**config.mk**
```make
export PLATFORM = sky130hd
export DESIGN_NAME = alarm_and_timer_scheduler
export DESIGN_NICKNAME = d
export VERILOG_FILES = /design/src/hw/rtl/ats_pkg.sv /design/src/hw/rtl/ats_cmp_unit.sv /design/src/hw/rtl/alarm_and_timer_scheduler.sv
export SDC_FILE = /design/constraint.sdc
export NUM_CORES = 1
export LEC_CHECK = 0
export BUFFER_PORTS_ARGS = -buffer_cell sky130_fd_sc_hd__buf_2
export CAP_MARGIN = 25
export CORE_ASPECT_RATIO = 1.1
export CORE_MARGIN = 8
export CORE_UTILIZATION = 45
export DETAILED_ROUTE_END_ITERATION = 12
export GPL_TIMING_DRIVEN = 0
export PLACE_DENSITY_LB_ADDON = 0.2
export SYNTH_ARGS = -nofsm -noshare
export SYNTH_HDL_FRONTEND = slang
export SYNTH_SLANG_ARGS = --single-unit
```
**constraint.sdc**
```tcl
create_clock -name clk_i -period 8.5 [get_ports clk_i]
set_clock_uncertainty 0.2 [all_clocks]
set_input_delay 0.425 -clock clk_i [delete_from_list [all_inputs] [get_ports clk_i]]
set_output_delay 0.425 -clock clk_i [all_outputs]
set_load 0.005 [all_outputs]
```
**src/hw/rtl/ats_pkg.sv**
```systemverilog
// Shared types and constants for the alarm and timer scheduler.
// Self-contained; used by ats_cmp_unit and alarm_and_timer_scheduler.

package ats_pkg;

  localparam int unsigned MAX_ALARMS_DEF = 8;
  localparam int unsigned MAX_TIMERS_DEF = 4;

  localparam logic [6:0] ALL_DAYS    = 7'h7F;
  localparam logic [4:0] LAST_HOUR   = 5'd23;
  localparam logic [5:0] LAST_MINUTE = 6'd59;

  typedef enum logic [1:0] {
    FUNC_ADD_ALARM    = 2'd0,
    FUNC_START_TIMER  = 2'd1,
    FUNC_CANCEL_TIMER = 2'd2,
    FUNC_POLL         = 2'd3
  } func_e;

  typedef enum logic [1:0] {
    EV_NONE  = 2'd0,
    EV_ALARM = 2'd1,
    EV_TIMER = 2'd2
  } event_kind_e;

  typedef enum logic {
    CMP_EQ = 1'b0,
    CMP_GE = 1'b1
  } cmp_op_e;

  typedef struct packed {
    func_e       func;
    logic [4:0]  hour_of_day;
    logic [5:0]  minute_of_hour;
    logic [6:0]  day_select;
    logic [2:0]  weekday;
    logic [15:0] duration_seconds;
    logic [3:0]  slot_number;
    logic [31:0] now_seconds;
  } in_item_t;

  typedef struct packed {
    logic        accepted;
    event_kind_e event_kind;
    logic [2:0]  event_index;
  } out_item_t;

  typedef struct packed {
    logic [4:0] hour;
    logic [5:0] minute;
    logic [6:0] days;
  } alarm_t;

  // Request to the shared compare unit.
  typedef struct packed {
    logic        en;
    cmp_op_e     op;
    logic [31:0] lhs;
    logic [31:0] rhs;
  } cmp_req_t;

endpackage

```
**src/hw/rtl/ats_cmp_unit.sv**
```systemverilog
// Shared compare unit: equality for alarm time match, unsigned >= for timer expiry.
// Depends on ats_pkg.

module ats_cmp_unit (
  input  ats_pkg::cmp_req_t req_i,
  output logic              hit_o
);

  always_comb begin
    unique case (req_i.op)
      ats_pkg::CMP_EQ: hit_o = req_i.en && (req_i.lhs == req_i.rhs);
      ats_pkg::CMP_GE: hit_o = req_i.en && (req_i.lhs >= req_i.rhs);
    endcase
  end

endmodule

```
**src/hw/rtl/alarm_and_timer_scheduler.sv**
```systemverilog
// Alarm and timer scheduler: weekly alarm table plus one-shot countdown timers.
// Add, start and cancel go from the exec state to the finish state; a poll scans the alarms
// below the fill count, then the timers, one entry per cycle through the shared compare unit,
// and stops at the first hit. One item at a time: ready returns as the result is loaded, so no
// new item is taken while one is in flight, nor while an older result still waits downstream.
// Reset clears the alarm count, fired marks, timer armed flags and both handshakes.

module alarm_and_timer_scheduler #(
  parameter int unsigned MAX_ALARMS = ats_pkg::MAX_ALARMS_DEF,
  parameter int unsigned MAX_TIMERS = ats_pkg::MAX_TIMERS_DEF
) (
  input  logic               clk_i,
  input  logic               rst_ni,
  input  logic               in_valid_i,
  output logic               in_ready_o,
  input  ats_pkg::in_item_t  in_item_i,
  output logic               out_valid_o,
  input  logic               out_ready_i,
  output ats_pkg::out_item_t out_item_o
);

  // Index widths for the two stores, count widths and the shared scan counter.
  localparam int unsigned AW  = (MAX_ALARMS > 1) ? $clog2(MAX_ALARMS) : 1;
  localparam int unsigned TW  = (MAX_TIMERS > 1) ? $clog2(MAX_TIMERS) : 1;
  localparam int unsigned FW  = $clog2(MAX_ALARMS + 1);
  localparam int unsigned TCW = $clog2(MAX_TIMERS + 1);
  localparam int unsigned CW  = (FW > TCW) ? FW : TCW;

  typedef enum logic [2:0] {
    ST_IDLE,
    ST_EXEC,
    ST_ALARM,
    ST_TIMER,
    ST_FINISH
  } state_e;

  state_e                state_q, state_d;
  logic [FW-1:0]         fill_q, fill_d;
  logic [MAX_ALARMS-1:0] fired_q, fired_d;
  logic [MAX_TIMERS-1:0] active_q, active_d;
  logic [CW-1:0]         scan_q, scan_d;
  ats_pkg::out_item_t    res_q, res_d;
  logic                  out_valid_q, out_valid_d;
  ats_pkg::out_item_t    out_item_q, out_item_d;

  // Payload storage, no reset: entries are only read below the fill count or when armed.
  ats_pkg::in_item_t     item_q;
  ats_pkg::alarm_t       alarm_q [MAX_ALARMS];
  logic [31:0]           deadline_q [MAX_TIMERS];

  logic                  in_fire;
  logic [AW-1:0]         aidx;
  logic [TW-1:0]         tidx;
  logic [TW-1:0]         slot_idx;
  logic [AW-1:0]         fill_idx;
  logic                  add_ok, start_ok, cancel_ok, midnight;
  logic                  free_found;
  logic [TW-1:0]         free_idx;
  logic                  alarm_last, timer_last;
  logic [7:0]            day_bits;
  ats_pkg::cmp_req_t     cmp_req;
  logic                  cmp_hit;

  assign in_ready_o  = (state_q == ST_IDLE);
  assign in_fire     = in_valid_i && in_ready_o;
  assign out_valid_o = out_valid_q;
  assign out_item_o  = out_item_q;

  assign aidx     = scan_q[AW-1:0];
  assign tidx     = scan_q[TW-1:0];
  assign slot_idx = item_q.slot_number[TW-1:0];
  assign fill_idx = fill_q[AW-1:0];

  // Operation checks on the held item.
  assign add_ok    = (fill_q < FW'(MAX_ALARMS))
                  && (item_q.hour_of_day <= ats_pkg::LAST_HOUR)
                  && (item_q.minute_of_hour <= ats_pkg::LAST_MINUTE);
  assign start_ok  = (item_q.duration_seconds != 16'd0) && free_found;
  assign cancel_ok = ({1'b0, item_q.slot_number} < 5'(MAX_TIMERS));
  assign midnight  = (item_q.hour_of_day == 5'd0) && (item_q.minute_of_hour == 6'd0);

  assign alarm_last = (CW'(scan_q + CW'(1)) == CW'(fill_q));
  assign timer_last = (scan_q == CW'(MAX_TIMERS - 1));

  // Lowest unarmed timer slot.
  always_comb begin
    free_found = 1'b0;
    free_idx   = '0;
    for (int i = 0; i < MAX_TIMERS; i++) begin
      if (!active_q[i] && !free_found) begin
        free_found = 1'b1;
        free_idx   = TW'(i);
      end
    end
  end

  // Feed the shared compare unit: alarm time match during the alarm scan,
  // deadline expiry during the timer scan. Weekday 7 lands on the padding zero.
  assign day_bits = {1'b0, alarm_q[aidx].days};

  always_comb begin
    cmp_req = '0;
    unique case (state_q)
      ST_ALARM: begin
        cmp_req.en  = !fired_q[aidx] && day_bits[item_q.weekday];
        cmp_req.op  = ats_pkg::CMP_EQ;
        cmp_req.lhs = 32'({item_q.hour_of_day, item_q.minute_of_hour});
        cmp_req.rhs = 32'({alarm_q[aidx].hour, alarm_q[aidx].minute});
      end
      ST_TIMER: begin
        cmp_req.en  = active_q[tidx];
        cmp_req.op  = ats_pkg::CMP_GE;
        cmp_req.lhs = item_q.now_seconds;
        cmp_req.rhs = deadline_q[tidx];
      end
      default: cmp_req = '0;
    endcase
  end

  ats_cmp_unit u_cmp (
    .req_i (cmp_req),
    .hit_o (cmp_hit)
  );

  // Sequencer.
  always_comb begin
    state_d     = state_q;
    fill_d      = fill_q;
    fired_d     = fired_q;
    active_d    = active_q;
    scan_d      = scan_q;
    res_d       = res_q;
    out_valid_d = out_valid_q;
    out_item_d  = out_item_q;

    // Drop the output item once it is taken.
    if (out_valid_q && out_ready_i) begin
      out_valid_d = 1'b0;
    end

    unique case (state_q)
      ST_IDLE: begin
        if (in_fire) begin
          state_d = ST_EXEC;
        end
      end
      ST_EXEC: begin
        res_d   = '0;
        state_d = ST_FINISH;
        unique case (item_q.func)
          ats_pkg::FUNC_ADD_ALARM: begin
            res_d.accepted = add_ok;
            if (add_ok) begin
              fired_d[fill_idx] = 1'b0;
              fill_d            = FW'(fill_q + FW'(1));
            end
          end
          ats_pkg::FUNC_START_TIMER: begin
            res_d.accepted = start_ok;
            if (start_ok) begin
              active_d[free_idx] = 1'b1;
            end
          end
          ats_pkg::FUNC_CANCEL_TIMER: begin
            res_d.accepted = cancel_ok;
            if (cancel_ok) begin
              active_d[slot_idx] = 1'b0;
            end
          end
          ats_pkg::FUNC_POLL: begin
            // Clear fired marks at midnight, then scan alarms (if any) and timers.
            if (midnight) begin
              fired_d = '0;
            end
            scan_d  = '0;
            state_d = (fill_q == '0) ? ST_TIMER : ST_ALARM;
          end
        endcase
      end
      ST_ALARM: begin
        if (cmp_hit) begin
          fired_d[aidx]     = 1'b1;
          res_d.event_kind  = ats_pkg::EV_ALARM;
          res_d.event_index = 3'(scan_q);
          state_d           = ST_FINISH;
        end else if (alarm_last) begin
          scan_d  = '0;
          state_d = ST_TIMER;
        end else begin
          scan_d = CW'(scan_q + CW'(1));
        end
      end
      ST_TIMER: begin
        if (cmp_hit) begin
          active_d[tidx]    = 1'b0;
          res_d.event_kind  = ats_pkg::EV_TIMER;
          res_d.event_index = 3'(scan_q);
          state_d           = ST_FINISH;
        end else if (timer_last) begin
          state_d = ST_FINISH;
        end else begin
          scan_d = CW'(scan_q + CW'(1));
        end
      end
      ST_FINISH: begin
        // Hold the result until the output register is free.
        if (!out_valid_q || out_ready_i) begin
          out_item_d  = res_q;
          out_valid_d = 1'b1;
          state_d     = ST_IDLE;
        end
      end
      default: state_d = ST_IDLE;
    endcase
  end

  always_ff @(posedge clk_i or negedge rst_ni) begin
    if (!rst_ni) begin
      state_q     <= ST_IDLE;
      fill_q      <= '0;
      fired_q     <= '0;
      active_q    <= '0;
      scan_q      <= '0;
      res_q       <= '0;
      out_valid_q <= 1'b0;
      out_item_q  <= '0;
    end else begin
      state_q     <= state_d;
      fill_q      <= fill_d;
      fired_q     <= fired_d;
      active_q    <= active_d;
      scan_q      <= scan_d;
      res_q       <= res_d;
      out_valid_q <= out_valid_d;
      out_item_q  <= out_item_d;
    end
  end

  // Item capture and table writes.
  always_ff @(posedge clk_i) begin
    if (in_fire) begin
      item_q <= in_item_i;
    end
    if (state_q == ST_EXEC) begin
      if ((item_q.func == ats_pkg::FUNC_ADD_ALARM) && add_ok) begin
        alarm_q[fill_idx].hour   <= item_q.hour_of_day;
        alarm_q[fill_idx].minute <= item_q.minute_of_hour;
        alarm_q[fill_idx].days   <= (item_q.day_select == 7'd0) ? ats_pkg::ALL_DAYS
                                                                : item_q.day_select;
      end
      if ((item_q.func == ats_pkg::FUNC_START_TIMER) && start_ok) begin
        deadline_q[free_idx] <= item_q.now_seconds + 32'(item_q.duration_seconds);
      end
      if ((item_q.func == ats_pkg::FUNC_CANCEL_TIMER) && cancel_ok) begin
        deadline_q[slot_idx] <= '0;
      end
    end
  end

  // Assertions.
  a_fill_bound: assert property (@(posedge clk_i) disable iff (!rst_ni)
    fill_q <= FW'(MAX_ALARMS))
    else $error("alarm fill count beyond table size");

  a_out_from_finish: assert property (@(posedge clk_i) disable iff (!rst_ni)
    $rose(out_valid_q) |-> $past(state_q == ST_FINISH))
    else $error("output item loaded outside finish state");

  a_accept_no_event: assert property (@(posedge clk_i) disable iff (!rst_ni)
    out_valid_q |-> !(out_item_q.accepted && (out_item_q.event_kind != ats_pkg::EV_NONE)))
    else $error("result both accepted and reporting an event");

  a_alarm_marked: assert property (@(posedge clk_i) disable iff (!rst_ni)
    (state_q == ST_ALARM && cmp_hit) |=> fired_q[$past(aidx)])
    else $error("fired alarm not marked");

  a_timer_disarmed: assert property (@(posedge clk_i) disable iff (!rst_ni)
    (state_q == ST_TIMER && cmp_hit) |=> !active_q[$past(tidx)])
    else $error("expired timer still armed");

endmodule

```
==> flow_metrics.py <==
metrics = {
    "critical_path": {
        "crit_fanout": 10,
        "endpoint_kind": "register",
        "crit_path_top_delay_cell": "clkbuf_1",
        "r2r_end": "scan_q[3]",
        "rr_worst_depth": 19,
        "slowest_delay_ns": 0.66,
        "arrival_ns": 6.61,
        "crit_type": "register to register",
        "worstReg2RegStart": "scan_q[1]",
        "cp.required_ns": 8.75,
        "cp-start-kind": "register",
        "path_cells": "buf_6, buf_12, clkbuf_8, clkbuf_1, buf_2, clkbuf_1, o21ai_0, o211ai_1, o211ai_1, ha_1, nand4_1, nor4_1, a2111o_1, a2111oi_0, o21bai_2, o21ai_4, buf_6, nand3_1, o2bb2ai_1",
        "reg2reg_slack_ns": 2.14,
    },
    "hold_path": {
        "min_from": "in_valid_i",
        "min_path_type": "input pin to register",
        "hold_path_depth": 3,
        "min_to": "state_q[0]",
    },
    "routing": {
        "final_antenna_net_count": 0,
        "finalWirelength_um": 42800,
        "vias": 10900,
        "drc_errors": 0,
        "wl_per_cell_um": 22.2,
        "drtIter0Drc": 806,
        "first_pass_iters": 5,
        "avgViaCountPerCell": 5.67,
    },
    "global_route": {
        "gr-usage-all-layers_pct": 19.1,
        "antenna_found_initial": 1,
        "grt_pass1_wl_um": 66700,
        "overflow": 0,
        "grt_max_degree": 58,
        "grt_pass1_vias": 11300,
    },
    "timing": {
        "finalCriticalPeriod_ns": 6.36,
        "timing.final.crit_share_pct": 74.8,
        "setup_viol": 0,
        "slew_viol_final": 0,
        "fin_tns_setup_ns": 0,
        "relSlewSlack_pct": 28.0,
        "rsz0062_at_grt": "false",
        "fmax_mhz": 157,
        "tightest_slew_ns": 1.07,
        "worst_slack_ns": 2.14,
        "finalHoldViolCount": 0,
    },
    "synth": {
        "synthCells": 1157,
        "yosysSeqAreaShare_pct": 65.8,
        "syn_area_um2": 17200,
        "ys_warn_count": 0,
        "syn_nets": 1291,
        "synth_async_sr_flop_share_pct": 9.40,
        "synth_area_leaders": "edfxtp_1, mux4_2, dfrtp_1",
        "synth_top_area_cell": "edfxtp_1",
        "syn_avg_cell_area_um2": 14.9,
        "synth_top_area_share_pct": 60.5,
        "synth-edff-count": 347,
        "synth_cell_types": 83,
        "synth_ff_type": "edfxtp_1",
        "ys_ff_latch": 383,
    },
    "die": {
        "row_count": 75,
        "initial_core_util_pct": 45.4,
        "die_x_um": 203,
        "coreArea_um2": 37900,
        "dieArea_um2": 44800,
        "ios": 87,
        "die_y_um": 221,
    },
    "cells_and_area": {
        "nFillCells": 3129,
        "final_common_cell": "edfxtp_1",
        "syn_to_final_growth_pct": 20.9,
        "final_area_um2": 20800,
        "multi_input_area_um2": 5540,
        "drive_above_1_share_pct": 19.8,
        "final_util_pct": 54.9,
        "fin_nets": 1527,
        "seqCellArea_um2": 11300,
        "final_cell_mix": "edfxtp_1, buf_2, nand2_1, dlygate4sd3_1, nor2_1",
    },
    "place": {
        "preCtsSetupSlack_ns": 2.11,
        "portBuffers": 86,
        "hpwl_um": 29800,
        "place.gp.congestion": 0.840,
        "place_area_um2": 18700,
    },
    "clock_tree": {
        "cts_tree": "yes",
        "clk_pin_slew_worst_paths_ns": 0.06,
        "htree_levels": 2,
        "root_buffer": "clkbuf_16",
        "cts.hold.buffers_added": 77,
        "ctsResizeCount": 0,
        "post-cts-setup-buffers": 0,
        "cts.path.max_buffers": 3,
        "cts_buffers": 42,
        "clkLatencyLatePin_ns": 0.57,
        "cts_sinks": 383,
    },
    "pwr": {
        "p_leak_uw": 0.00731,
        "irDropWorstVdd_mv": 0.198,
        "powerDensity_nw_per_um2": 299,
    },
    "job": {
        "drv_cap": 0,
    },
    "outcome": {
        "status": "completed",
    },
}
==> registers in the layout, summed over array words and instances (netlist names) <==
register     count
item_q          75
out_item_o       6
alarm_q        144
deadline_q     128
state_q          3
out_valid_o      1
res_q            6
active_q         4
fired_q          8
fill_q           4
scan_q           4
==> metal layers <==
layer	global-route usage, %	routed length (um)
met1	24.5	18100
met2	32.5	21000
met3	3.16	2330
met4	6.79	1340
met5	0	0
==> critical path: cells and delay by family, from the launching register on <==
kind / cells / cell delay [ns]
buffers and inverters: 7 / 2.44
adders and majority gates: 1 / 0.36
AOI/OAI and AO/OA: 8 / 2.47
DFF: 1 / 0.42
and+or+nand+nor: 3 / 0.31
==> logic make-up after synthesis <==
group	share of synthesized area, %
XOR/XNOR	1.48
adder cells (fa/ha/maj)	4.04
AO/OA/AOI/OAI	8.03
multiplexers	9.58
AND/OR/NAND/NOR	8.78
flip-flops	65.8
buffers and inverters	2.35
==> where the power goes <==
| part | switching (uW) | internal [uW] | total, uW | leakage (uW) |
|---|---|---|---|---|
| clock | 733 | 1050 | 1780 | 0.000653 |
| sequential | 152 | 2440 | 2590 | 0.00363 |
| combinational | 1130 | 717 | 1850 | 0.00303 |
==> Yosys cell counts, types with 22 or more instances <==
cell type  count
o21ai_0       57
nor2_1        77
mux4_2        44
edfxtp_1     347
nand2_1       79
mux2i_1       38
xnor2_1       22
dfrtp_1       36
clkbuf_1      26
ha_1          54
inv_1         25
a21oi_1       40
==> area by class of cell <==
class,count,area share [%]
clock inverter,26,1.13
multi-input combinational,696,26.6
clock buffer,49,5.28
inverter,28,0.505
buffer,50,1.44
antenna,1,0.0120
timing repair buffer,192,7.59
sequential,383,54.4
tap,500,3.01
==> worst max-delay path by stage <==
stage	startpoint	endpoint	slack, ns
floorplan	scan_q[0]	scan_q[3]	3.86
global placement	item_q[73]	deadline_q[1][4]	1.03
detailed placement	scan_q[1]	scan_q[3]	2.11
CTS	scan_q[1]	scan_q[3]	2.03
global route	scan_q[1]	scan_q[3]	1.68
finish	scan_q[1]	scan_q[3]	2.14
==> stage by stage <==
step                hold slack, ns  power (uW)  cells
global placement             0.288        4370   1743
detailed placement           0.290        4440   1772
global route                 0.171        6520   1925
floorplan                  -0.0706        3810   1157
finish                       0.188        6210   1925
CTS                          0.157        6260   1924
Note: power is estimated with default switching activity, not from simulation.
